**config.mk**
```make
export PLATFORM = sky130hd
export DESIGN_NAME = audio_clip_meter_rate_change_top
export DESIGN_NICKNAME = d
export VERILOG_FILES = /design/src/hw/rtl/acmrc_pkg.sv /design/src/hw/rtl/acmrc_div.sv /design/src/hw/rtl/audio_clip_meter_rate_change_top.sv
export VERILOG_INCLUDE_DIRS = /design/src /design/src/hw/rtl
export SDC_FILE = /design/constraint.sdc
export NUM_CORES = 1
export LEC_CHECK = 0
export BUFFER_PORTS_ARGS = -buffer_cell sky130_fd_sc_hd__buf_4
export CAP_MARGIN = 20
export CORE_MARGIN = 10
export CORE_UTILIZATION = 25
export CTS_BUF_LIST = sky130_fd_sc_hd__clkbuf_16
export DETAILED_ROUTE_END_ITERATION = 16
export GPL_TIMING_DRIVEN = 0
export SYNTH_ARGS = -nofsm -noshare
export SYNTH_HDL_FRONTEND = slang
export SYNTH_SLANG_ARGS = --single-unit
```
**constraint.sdc**
```tcl
create_clock -name clk -period 5.7 [get_ports clk]
set_input_delay 0.285 -clock clk [delete_from_list [all_inputs] [get_ports clk]]
set_output_delay 0.285 -clock clk [all_outputs]
set_load 0.02 [all_outputs]
```
**src/hw/rtl/audio_clip_meter_rate_change_top_defines.svh**
```systemverilog
// ----------------------------------------------------------------------------
// audio clip meter assertion macros
// shared assertion forms for the clip meter and rate changer
// ----------------------------------------------------------------------------
`ifndef AUDIO_CLIP_METER_RATE_CHANGE_TOP_DEFINES_SVH
`define AUDIO_CLIP_METER_RATE_CHANGE_TOP_DEFINES_SVH

// same-cycle implication, sampled on clk and idle during reset
`define ACMRC_ASSERT_HOLD(label, ante, cons, msg) \
    label: assert property (@(posedge clk) disable iff (!rst_n) (ante) |-> (cons)) \
        else $error(msg);

// next-cycle implication, sampled on clk and idle during reset
`define ACMRC_ASSERT_NEXT(label, ante, cons, msg) \
    label: assert property (@(posedge clk) disable iff (!rst_n) (ante) |=> (cons)) \
        else $error(msg);

`endif

```
**src/hw/rtl/acmrc_pkg.sv**
```systemverilog
// ----------------------------------------------------------------------------
// acmrc_pkg
// types and fixed constants of the audio clip meter and rate changer
// ----------------------------------------------------------------------------
`timescale 1ns / 1ps

package acmrc_pkg;

    // stream widths
    localparam int S_TDATA_W = 24;
    localparam int M_TDATA_W = 40;
    localparam int M_TUSER_W = 2;

    // field widths
    localparam int SAMPLE_IN_W  = 20;
    localparam int SAMPLE_OUT_W = 17;
    localparam int PEAK_W       = 20;

    // clip limits, plus or minus 1.0 in q15
    localparam logic signed [SAMPLE_IN_W-1:0]  CLIP_HI = 20'sd32768;
    localparam logic signed [SAMPLE_IN_W-1:0]  CLIP_LO = -20'sd32768;
    localparam logic signed [SAMPLE_OUT_W-1:0] SAMP_HI = 17'sd32768;
    localparam logic signed [SAMPLE_OUT_W-1:0] SAMP_LO = -17'sd32768;

    // rate modes
    localparam logic [1:0] MODE_UNITY   = 2'd0;
    localparam logic [1:0] MODE_AVERAGE = 2'd1;
    localparam logic [1:0] MODE_REPEAT  = 2'd2;

    // register indexes (word address)
    localparam logic [1:0] REG_METER_WINDOW = 2'd0;
    localparam logic [1:0] REG_WINDOWED     = 2'd1;
    localparam logic [1:0] REG_RATE_MODE    = 2'd2;
    localparam logic [1:0] REG_RATE_FACTOR  = 2'd3;

    // register reset values
    localparam logic [15:0] METER_WINDOW_RST = 16'd1024;
    localparam logic        WINDOWED_RST     = 1'b1;
    localparam logic [1:0]  RATE_MODE_RST    = MODE_UNITY;
    localparam logic [4:0]  RATE_FACTOR_RST  = 5'd2;

    // divider status
    typedef struct packed {
        logic busy;
        logic done;
    } div_stat_t;

endpackage

```
**src/hw/rtl/acmrc_div.sv**
```systemverilog
// ----------------------------------------------------------------------------
// acmrc_div
// restoring unsigned divider, one quotient bit per cycle
// ----------------------------------------------------------------------------
`timescale 1ns / 1ps

module acmrc_div #(
    parameter int NUM_W = 20,
    parameter int DEN_W = 5
) (
    input  logic                clk,
    input  logic                rst_n,
    input  logic                start,
    input  logic [NUM_W-1:0]    num,
    input  logic [DEN_W-1:0]    den,
    output logic [NUM_W-1:0]    quot,
    output acmrc_pkg::div_stat_t stat
);

    localparam int CNT_W = $clog2(NUM_W + 1);

    logic             busy_reg;
    logic             done_reg;
    logic [CNT_W-1:0] cnt_reg;
    logic [NUM_W-1:0] quot_reg;
    logic [DEN_W-1:0] rem_reg;
    logic [DEN_W-1:0] den_reg;

    logic [DEN_W:0]   trial;
    logic [DEN_W:0]   diff;
    logic             fits;

    // shift in the next numerator bit and try a subtract
    assign trial = {rem_reg, quot_reg[NUM_W-1]};
    assign diff  = trial - {1'b0, den_reg};
    assign fits  = (trial >= {1'b0, den_reg});

    always_ff @(posedge clk or negedge rst_n)
    begin
        if (!rst_n)
        begin
            busy_reg <= 1'b0;
            done_reg <= 1'b0;
            cnt_reg  <= '0;
        end
        else if (start)
        begin
            busy_reg <= 1'b1;
            done_reg <= 1'b0;
            cnt_reg  <= '0;
        end
        else if (busy_reg)
        begin
            cnt_reg <= cnt_reg + 1'b1;
            if (cnt_reg == CNT_W'(NUM_W - 1))
            begin
                busy_reg <= 1'b0;
                done_reg <= 1'b1;
            end
        end
        else
        begin
            done_reg <= 1'b0;
        end
    end

    always_ff @(posedge clk)
    begin
        if (start)
        begin
            quot_reg <= num;
            rem_reg  <= '0;
            den_reg  <= den;
        end
        else if (busy_reg)
        begin
            quot_reg <= {quot_reg[NUM_W-2:0], fits};
            rem_reg  <= fits ? diff[DEN_W-1:0] : trial[DEN_W-1:0];
        end
    end

    assign quot      = quot_reg;
    assign stat.busy = busy_reg;
    assign stat.done = done_reg;

endmodule

```
**src/hw/rtl/audio_clip_meter_rate_change_top.sv**
```systemverilog
// ----------------------------------------------------------------------------
// audio_clip_meter_rate_change_top
// one-channel peak meter, clipper and integer rate changer
// ----------------------------------------------------------------------------
//  channel   | dir | beat contents
//  s_*       | in  | tdata: mixed_sample q4.15, tlast: frag_last
//  m_*       | out | tdata: out_sample, peak_level; tuser: sample/peak valid;
//            |     | tlast: last result of the input sample
//  apb       | in  | meter_window, windowed_metering, rate_mode, rate_factor
//
//  a sample takes an accept state and an update state, then one result beat
//  per cycle while the output is not stalled; when an averaging group closes
//  the serial divider runs between the update and the result beat. repeat
//  mode sends n_eff result beats. one sample is in flight at a time.
//  output stalls hold the last result in the output register; s_tready
//  returns once the final beat of a sample is loaded there.
//  reset clears the meter and the averaging group and reloads the registers' reset values at once.
// ----------------------------------------------------------------------------
`timescale 1ns / 1ps
`include "audio_clip_meter_rate_change_top_defines.svh"

module audio_clip_meter_rate_change_top #(
    parameter int MAX_RATE_FACTOR = 16
) (
    input  logic                                clk,
    input  logic                                rst_n,
    // stream in
    input  logic                                s_tvalid,
    output logic                                s_tready,
    input  logic [acmrc_pkg::S_TDATA_W-1:0]     s_tdata,  // [19:0] mixed_sample
    input  logic                                s_tlast,
    // stream out
    output logic                                m_tvalid,
    input  logic                                m_tready,
    output logic [acmrc_pkg::M_TDATA_W-1:0]     m_tdata,  // [16:0] out_sample, [36:17] peak_level
    output logic [acmrc_pkg::M_TUSER_W-1:0]     m_tuser,  // [0] sample_valid, [1] peak_valid
    output logic                                m_tlast,
    // configuration
    input  logic                                psel,
    input  logic                                penable,
    input  logic                                pwrite,
    input  logic [3:0]                          paddr,
    input  logic [31:0]                         pwdata,
    output logic [31:0]                         prdata,
    output logic                                pready
);

    localparam int NW    = $clog2(MAX_RATE_FACTOR + 1);
    localparam int FW    = (NW > 5) ? NW : 5;
    localparam int MAG_W = $clog2(MAX_RATE_FACTOR * 32768 + 1);
    localparam int SUM_W = MAG_W + 1;
    localparam int IW    = acmrc_pkg::SAMPLE_IN_W;
    localparam int OW    = acmrc_pkg::SAMPLE_OUT_W;
    localparam int PW    = acmrc_pkg::PEAK_W;

    localparam logic [1:0] ST_IDLE = 2'd0;
    localparam logic [1:0] ST_CALC = 2'd1;
    localparam logic [1:0] ST_DIV  = 2'd2;
    localparam logic [1:0] ST_EMIT = 2'd3;

    // registers
    logic [15:0]            meter_window_reg;
    logic                   windowed_reg;
    logic [1:0]             rate_mode_reg;
    logic [4:0]             rate_factor_reg;

    logic [1:0]             state_reg, state_next;
    logic signed [IW-1:0]   window_min_reg, window_min_next;
    logic signed [IW-1:0]   window_max_reg, window_max_next;
    logic [15:0]            window_count_reg, window_count_next;
    logic signed [SUM_W-1:0] group_sum_reg, group_sum_next;
    logic [NW-1:0]          group_cnt_reg, group_cnt_next;
    logic [NW-1:0]          rep_cnt_reg, rep_cnt_next;
    logic                   m_tvalid_reg, m_tvalid_next;

    logic signed [IW-1:0]   x_reg;
    logic                   frag_reg;
    logic signed [OW-1:0]   samp_reg, samp_next;
    logic                   sv_reg, sv_next;
    logic                   pv_reg, pv_next;
    logic [PW-1:0]          peak_reg, peak_next;
    logic [NW-1:0]          reps_reg, reps_next;
    logic                   neg_reg, neg_next;
    logic [acmrc_pkg::M_TDATA_W-1:0] m_tdata_reg, m_tdata_next;
    logic [acmrc_pkg::M_TUSER_W-1:0] m_tuser_reg, m_tuser_next;
    logic                   m_tlast_reg, m_tlast_next;

    // datapath
    logic [FW-1:0]          rf_ext;
    logic [NW-1:0]          n_eff;
    logic signed [IW-1:0]   wmax_new, wmin_new;
    logic                   win_close;
    logic signed [IW:0]     amax_s, amin_s;
    logic [PW-1:0]          peak_val;
    logic signed [OW-1:0]   clip_val;
    logic signed [SUM_W-1:0] sum_acc;
    logic [NW-1:0]          gcnt_inc;
    logic                   group_close;
    logic                   sum_neg;
    logic [MAG_W-1:0]       sum_mag;
    logic                   div_start;
    logic [MAG_W-1:0]       div_quot;
    acmrc_pkg::div_stat_t   div_stat;
    logic signed [OW-1:0]   quot_mag;
    logic                   out_free;
    logic                   first_beat;
    logic                   cfg_wr;

    assign s_tready = (state_reg == ST_IDLE);
    assign m_tvalid = m_tvalid_reg;
    assign m_tdata  = m_tdata_reg;
    assign m_tuser  = m_tuser_reg;
    assign m_tlast  = m_tlast_reg;
    assign pready   = 1'b1;
    assign cfg_wr   = psel & penable & pwrite;

    // effective factor: zero acts as one, large values saturate
    always_comb
    begin
        rf_ext = FW'(rate_factor_reg);
        if (rf_ext == '0)
            n_eff = NW'(1);
        else if (rf_ext > FW'(MAX_RATE_FACTOR))
            n_eff = NW'(MAX_RATE_FACTOR);
        else
            n_eff = NW'(rf_ext);
    end

    // metering on the unclipped sample
    assign wmax_new  = (x_reg > window_max_reg) ? x_reg : window_max_reg;
    assign wmin_new  = (x_reg < window_min_reg) ? x_reg : window_min_reg;
    assign win_close = frag_reg |
        (windowed_reg & (({1'b0, window_count_reg} + 17'd1) >= {1'b0, meter_window_reg}));
    assign amax_s    = (IW+1)'(wmax_new);
    assign amin_s    = -((IW+1)'(wmin_new));
    assign peak_val  = (amax_s > amin_s) ? amax_s[PW-1:0] : amin_s[PW-1:0];

    always_comb
    begin
        if (x_reg > acmrc_pkg::CLIP_HI)
            clip_val = acmrc_pkg::SAMP_HI;
        else if (x_reg < acmrc_pkg::CLIP_LO)
            clip_val = acmrc_pkg::SAMP_LO;
        else
            clip_val = x_reg[OW-1:0];
    end

    // averaging group
    assign sum_acc     = group_sum_reg + SUM_W'(clip_val);
    assign gcnt_inc    = group_cnt_reg + 1'b1;
    assign group_close = (gcnt_inc >= n_eff);
    assign sum_neg     = sum_acc[SUM_W-1];
    assign sum_mag     = sum_neg ? MAG_W'(-sum_acc) : MAG_W'(sum_acc);
    assign div_start   = (state_reg == ST_CALC) &&
                         (rate_mode_reg == acmrc_pkg::MODE_AVERAGE) && group_close;
    assign quot_mag    = div_quot[OW-1:0];

    acmrc_div #(
        .NUM_W (MAG_W),
        .DEN_W (NW)
    ) u_div (
        .clk   (clk),
        .rst_n (rst_n),
        .start (div_start),
        .num   (sum_mag),
        .den   (n_eff),
        .quot  (div_quot),
        .stat  (div_stat)
    );

    assign out_free   = !m_tvalid_reg || m_tready;
    assign first_beat = (rep_cnt_reg == '0);

    // sequencer
    always_comb
    begin
        state_next        = state_reg;
        window_min_next   = window_min_reg;
        window_max_next   = window_max_reg;
        window_count_next = window_count_reg;
        group_sum_next    = group_sum_reg;
        group_cnt_next    = group_cnt_reg;
        rep_cnt_next      = rep_cnt_reg;
        m_tvalid_next     = m_tvalid_reg && !m_tready;
        samp_next         = samp_reg;
        sv_next           = sv_reg;
        pv_next           = pv_reg;
        peak_next         = peak_reg;
        reps_next         = reps_reg;
        neg_next          = neg_reg;
        m_tdata_next      = m_tdata_reg;
        m_tuser_next      = m_tuser_reg;
        m_tlast_next      = m_tlast_reg;

        case (state_reg)
            ST_IDLE:
            begin
                if (s_tvalid)
                    state_next = ST_CALC;
            end
            ST_CALC:
            begin
                if (win_close)
                begin
                    window_min_next   = '0;
                    window_max_next   = '0;
                    window_count_next = '0;
                end
                else
                begin
                    window_min_next   = wmin_new;
                    window_max_next   = wmax_new;
                    window_count_next = window_count_reg + 1'b1;
                end
                samp_next    = clip_val;
                sv_next      = 1'b1;
                pv_next      = win_close;
                peak_next    = peak_val;
                reps_next    = NW'(1);
                rep_cnt_next = '0;
                neg_next     = sum_neg;
                state_next   = ST_EMIT;
                case (rate_mode_reg)
                    acmrc_pkg::MODE_AVERAGE:
                    begin
                        if (group_close)
                        begin
                            group_sum_next = '0;
                            group_cnt_next = '0;
                            state_next     = ST_DIV;
                        end
                        else
                        begin
                            group_sum_next = sum_acc;
                            group_cnt_next = gcnt_inc;
                            sv_next        = 1'b0;
                            // nothing to send unless the window closed
                            state_next     = win_close ? ST_EMIT : ST_IDLE;
                        end
                    end
                    acmrc_pkg::MODE_REPEAT:
                    begin
                        reps_next = n_eff;
                    end
                    default:
                    begin
                        reps_next = NW'(1);
                    end
                endcase
            end
            ST_DIV:
            begin
                if (div_stat.done)
                begin
                    samp_next  = neg_reg ? -quot_mag : quot_mag;
                    state_next = ST_EMIT;
                end
            end
            ST_EMIT:
            begin
                if (out_free)
                begin
                    m_tvalid_next = 1'b1;
                    m_tdata_next  = acmrc_pkg::M_TDATA_W'({
                        ((pv_reg && first_beat) ? peak_reg : PW'(0)),
                        (sv_reg ? samp_reg : OW'(0))});
                    m_tuser_next  = {pv_reg && first_beat, sv_reg};
                    m_tlast_next  = (rep_cnt_reg == reps_reg - 1'b1);
                    if (rep_cnt_reg == reps_reg - 1'b1)
                    begin
                        rep_cnt_next = '0;
                        state_next   = ST_IDLE;
                    end
                    else
                    begin
                        rep_cnt_next = rep_cnt_reg + 1'b1;
                    end
                end
            end
            default:
            begin
                state_next = ST_IDLE;
            end
        endcase
    end

    always_ff @(posedge clk or negedge rst_n)
    begin
        if (!rst_n)
        begin
            state_reg        <= ST_IDLE;
            window_min_reg   <= '0;
            window_max_reg   <= '0;
            window_count_reg <= '0;
            group_sum_reg    <= '0;
            group_cnt_reg    <= '0;
            rep_cnt_reg      <= '0;
            m_tvalid_reg     <= 1'b0;
            meter_window_reg <= acmrc_pkg::METER_WINDOW_RST;
            windowed_reg     <= acmrc_pkg::WINDOWED_RST;
            rate_mode_reg    <= acmrc_pkg::RATE_MODE_RST;
            rate_factor_reg  <= acmrc_pkg::RATE_FACTOR_RST;
        end
        else
        begin
            state_reg        <= state_next;
            window_min_reg   <= window_min_next;
            window_max_reg   <= window_max_next;
            window_count_reg <= window_count_next;
            group_sum_reg    <= group_sum_next;
            group_cnt_reg    <= group_cnt_next;
            rep_cnt_reg      <= rep_cnt_next;
            m_tvalid_reg     <= m_tvalid_next;
            if (cfg_wr)
            begin
                case (paddr[3:2])
                    acmrc_pkg::REG_METER_WINDOW: meter_window_reg <= pwdata[15:0];
                    acmrc_pkg::REG_WINDOWED:     windowed_reg     <= pwdata[0];
                    acmrc_pkg::REG_RATE_MODE:    rate_mode_reg    <= pwdata[1:0];
                    acmrc_pkg::REG_RATE_FACTOR:  rate_factor_reg  <= pwdata[4:0];
                    default:                     ;
                endcase
            end
        end
    end

    always_ff @(posedge clk)
    begin
        if (s_tvalid && s_tready)
        begin
            x_reg    <= s_tdata[IW-1:0];
            frag_reg <= s_tlast;
        end
        samp_reg    <= samp_next;
        sv_reg      <= sv_next;
        pv_reg      <= pv_next;
        peak_reg    <= peak_next;
        reps_reg    <= reps_next;
        neg_reg     <= neg_next;
        m_tdata_reg <= m_tdata_next;
        m_tuser_reg <= m_tuser_next;
        m_tlast_reg <= m_tlast_next;
    end

    always_comb
    begin
        case (paddr[3:2])
            acmrc_pkg::REG_METER_WINDOW: prdata = 32'(meter_window_reg);
            acmrc_pkg::REG_WINDOWED:     prdata = 32'(windowed_reg);
            acmrc_pkg::REG_RATE_MODE:    prdata = 32'(rate_mode_reg);
            acmrc_pkg::REG_RATE_FACTOR:  prdata = 32'(rate_factor_reg);
            default:                     prdata = '0;
        endcase
    end

    // checks
    `ACMRC_ASSERT_NEXT(a_one_sample, s_tvalid && s_tready, !s_tready, "taken while busy")
    `ACMRC_ASSERT_HOLD(a_group_bound, 1'b1, group_cnt_reg <= NW'(MAX_RATE_FACTOR), "group overrun")
    `ACMRC_ASSERT_HOLD(a_rep_bound, state_reg == ST_EMIT, rep_cnt_reg < reps_reg, "repeat overrun")
    `ACMRC_ASSERT_HOLD(a_idle_sample, m_tvalid && !m_tuser[0], m_tdata[OW-1:0] == '0, "idle sample")
    `ACMRC_ASSERT_NEXT(a_div_to_emit, div_stat.done, state_reg == ST_EMIT, "div result lost")

endmodule
```
==> qor.yml <==
final_core_util_pct: 31.79
worst_ir_drop_vdd_mv: 0.3266
holdWs_ns: 0.1123
synthDistinctLibCells: 72
fin_cells: 2648
ys_top_cells_by_count: "edfxtp_1, nand2_1, dfrtp_1, ha_1, inv_1"
die_x_um: 269.6
antennaDiodeCount: 0
synth-xor-area-share_pct: 6.357
wire_per_inst_um: 16.41
cts_root_buffer: "clkbuf_16"
ys_ff_latch: 257
largest_reg_flops: 37
antenna_found_initial: 0
grt_first_pass_wirelength_um: 68430
grt_use_total_pct: 11.49
synth_area_per_cell_um2: 9.954
synthesis.instances: 1564
dp.cells: 2524
nFillCells: 6329
end_kind: "register"
synth_top_family_by_area: "simple AND/OR/NAND/NOR gates"
first_pass_iters: 4
drtIter0Drc: 636
max_slew_margin_pct: 35.93
core_area_mm2: 0.06171
worstPathRequired_ns: 5.99
crit_fanout: 6
pre_cts_slack_ns: -1.510
synth.most_common_cell: "edfxtp_1"
finalSetupViolCount: 0
worst_pin_slew_ns: 0.9609
worst-r2r-setup-slack_ns: 0.03
postLayoutSetupSlackWorst_ns: 0.03268
path_cells: "buf_6 -> or4_4 -> or3_4 -> or4_4 -> nor2_4 -> nand3b_4 -> a211oi_4 -> a31o_4 -> and2_4 -> ha_4 -> inv_2 -> fa_2 -> nand2b_4 -> a21o_1 -> a31o_4 -> a311o_1 -> xnor2_2 -> a211oi_4 -> nand3_4 -> o41ai_4 -> xor2_1 -> a21oi_1"
layout-drive-gt1-share_pct: 17.56
timing.final.crit_period_ns: 5.667
start_util_pct: 25.23
synth.top_cell.area_share_pct: 25.27
synth_ff_type: "edfxtp_1"
area_growth_pct: 26.01
dr_total_vias: 12160
grt.overflow.total: 0
fmax_mhz: 176.5
hold_path.startpoint: "m_tready"
first_global_vias: 12370
synth-edff-count: 131
htreeDepth: 1
slowest_stage: "or4_4"
synth_compound_area_share_pct: 14.35
pin_count: 146
drv_cap: 0
num_rows: 91
nets: 1974
cts_tree: "built"
worstPathArrival_ns: 5.96
min_path_type: "in2reg"
clock_latency_ns: 0.57
timing.rr.start: "x_reg[2]"
die-area_mm2: 0.07266
power.density_mw_per_mm2: 468.3
cts_buffers: 29
viasPerCell: 4.594
hpwl_um: 32930
max-clock-path-buffers: 3
yosysWarnings: 0
p_leak_nw: 8.467
timing.final.hold_violations: 0
grt_max_degree: 68
tns_ns: 0
synthSimpleGateAreaFrac_pct: 14.71
drv_slew: 0
synth-adder-area-share_pct: 9.499
synth.area.mux_share_pct: 4.251
min_period_over_period_pct: 99.43
synth_largest_area_cell: "edfxtp_1"
cts.clk_slew.worst_paths_ns: 0.06
io_buffer_count: 101
synthArstFlopShare_pct: 47.08
critPathKind: "reg2reg"
clkSinkCount: 257
multi_input_area_mm2: 0.008157
max_stage_delay_ns: 0.51
netlist_area_mm2: 0.01557
gp_congestion: 0.8910
synth_area_leaders: "edfxtp_1, dfrtp_1, ha_1"
crit_start: "x_reg[2]"
drc: 0
die_h_um: 269.6
ys_seq_area_share_pct: 45.38
cp-start-kind: "register"
rsz0062_at_grt: "yes"
outcome: "complete, no violations"
ant_nets: 0
wirelength_um: 43450
seqCellArea_mm2: 0.007068
fin_skew_ns: 0.02083
timing repair:
| action | 4_1_cts | 5_1_grt |
|---|---|---|
| setup endpoints to repair | 41 | 38 |
| hold buffers | 38 | 0 |
| pin swaps | 10 | 21 |
| setup buffers | 25 | 13 |
| gates resized for setup | 54 | 36 |
| endpoints found under the hold margin | 99 | 0 |
worst max-delay path, delay by kind of cell (launching register included):
family          cells  cell delay [ns]
compound gates      8             1.85
xor+xnor            2             0.39
fa+ha+maj           2             0.48
buf+inv             2             0.18
flops               1             0.44
simple gates        8             2.03
kinds of logic after synthesis:
group | Yosys count
simple gates | 463
compound gates | 350
flops | 257
buf+inv | 199
fa+ha+maj | 117
xor+xnor | 113
mux | 63
other cells | 2
metrics by stage:
step           instance area (um2)  total power, mW
2_1_floorplan                15640            5.778
3_3_place_gp                 17450            6.877
3_5_place_dp                 17570            7.024
4_1_cts                      19360            9.117
5_1_grt                      19620            9.844
6_report                     19620            9.187
final cells by class:
class,count,area share [%]
Inverter,115,2.213
Timing Repair Buffer,181,7.800
Sequential cell,257,36.03
Clock buffer,33,4.209
Clock inverter,20,0.6186
Buffer,79,2.219
Multi-Input combinational cell,1126,41.58
Tap cell,837,5.338
metal layers:
layer / vias to the layer above / GRT usage [%] / routed length, um
met3: 67 / 1.363 / 1698
met2: 246 / 19.02 / 20210
met4: 0 / 4.125 / 1271
met5: - / 0 / 0
li1: 5969 / - / -
met1: 5882 / 15.22 / 20270
path summary, 6_finish.rpt:
| kind | endpoint | depth (start not counted) |
|---|---|---|
| setup / recovery | u_div.quot[19] | 22 |
| hold / removal | m_tvalid | 3 |
| setup reg to reg | u_div.quot[19] | 22 |
| hold reg to reg | u_div.rem_reg[4] | 2 |
| max in group asynchronous | meter_window_reg[10] | 3 |
| min in group asynchronous | window_max_reg[13] | 2 |
layout by cell type (no fill, tap or decap), types with 9 or more instances in the layout:
| master | instances |
|---|---|
| conb_1 | 20 |
| buf_4 | 158 |
| nor3_1 | 35 |
| a21oi_1 | 94 |
| or3_1 | 12 |
| xor2_1 | 54 |
| o31ai_1 | 9 |
| mux2i_1 | 45 |
| nor2_1 | 108 |
| clkbuf_16 | 33 |
| inv_1 | 112 |
| a22o_1 | 60 |
| clkbuf_1 | 47 |
| dlygate4sd3_1 | 38 |
| dfrtp_1 | 116 |
| nand2_1 | 127 |
| and2_1 | 44 |
| a21o_1 | 29 |
| and2_4 | 9 |
| edfxtp_1 | 131 |
| nand2b_1 | 16 |
| nand4_1 | 19 |
| nand3_1 | 28 |
| o21ai_1 | 30 |
| ha_1 | 111 |
| nor2b_1 | 16 |
| o21ai_0 | 65 |
| xnor2_1 | 51 |
| mux2_2 | 15 |
report_power, final:
group          switching [mW]  total, mW  internal, mW
Combinational            2.46       4.29          1.83
Clock                   0.796       1.84          1.04
Sequential              0.376       3.06          2.68
(Power assumes the default switching activity.)
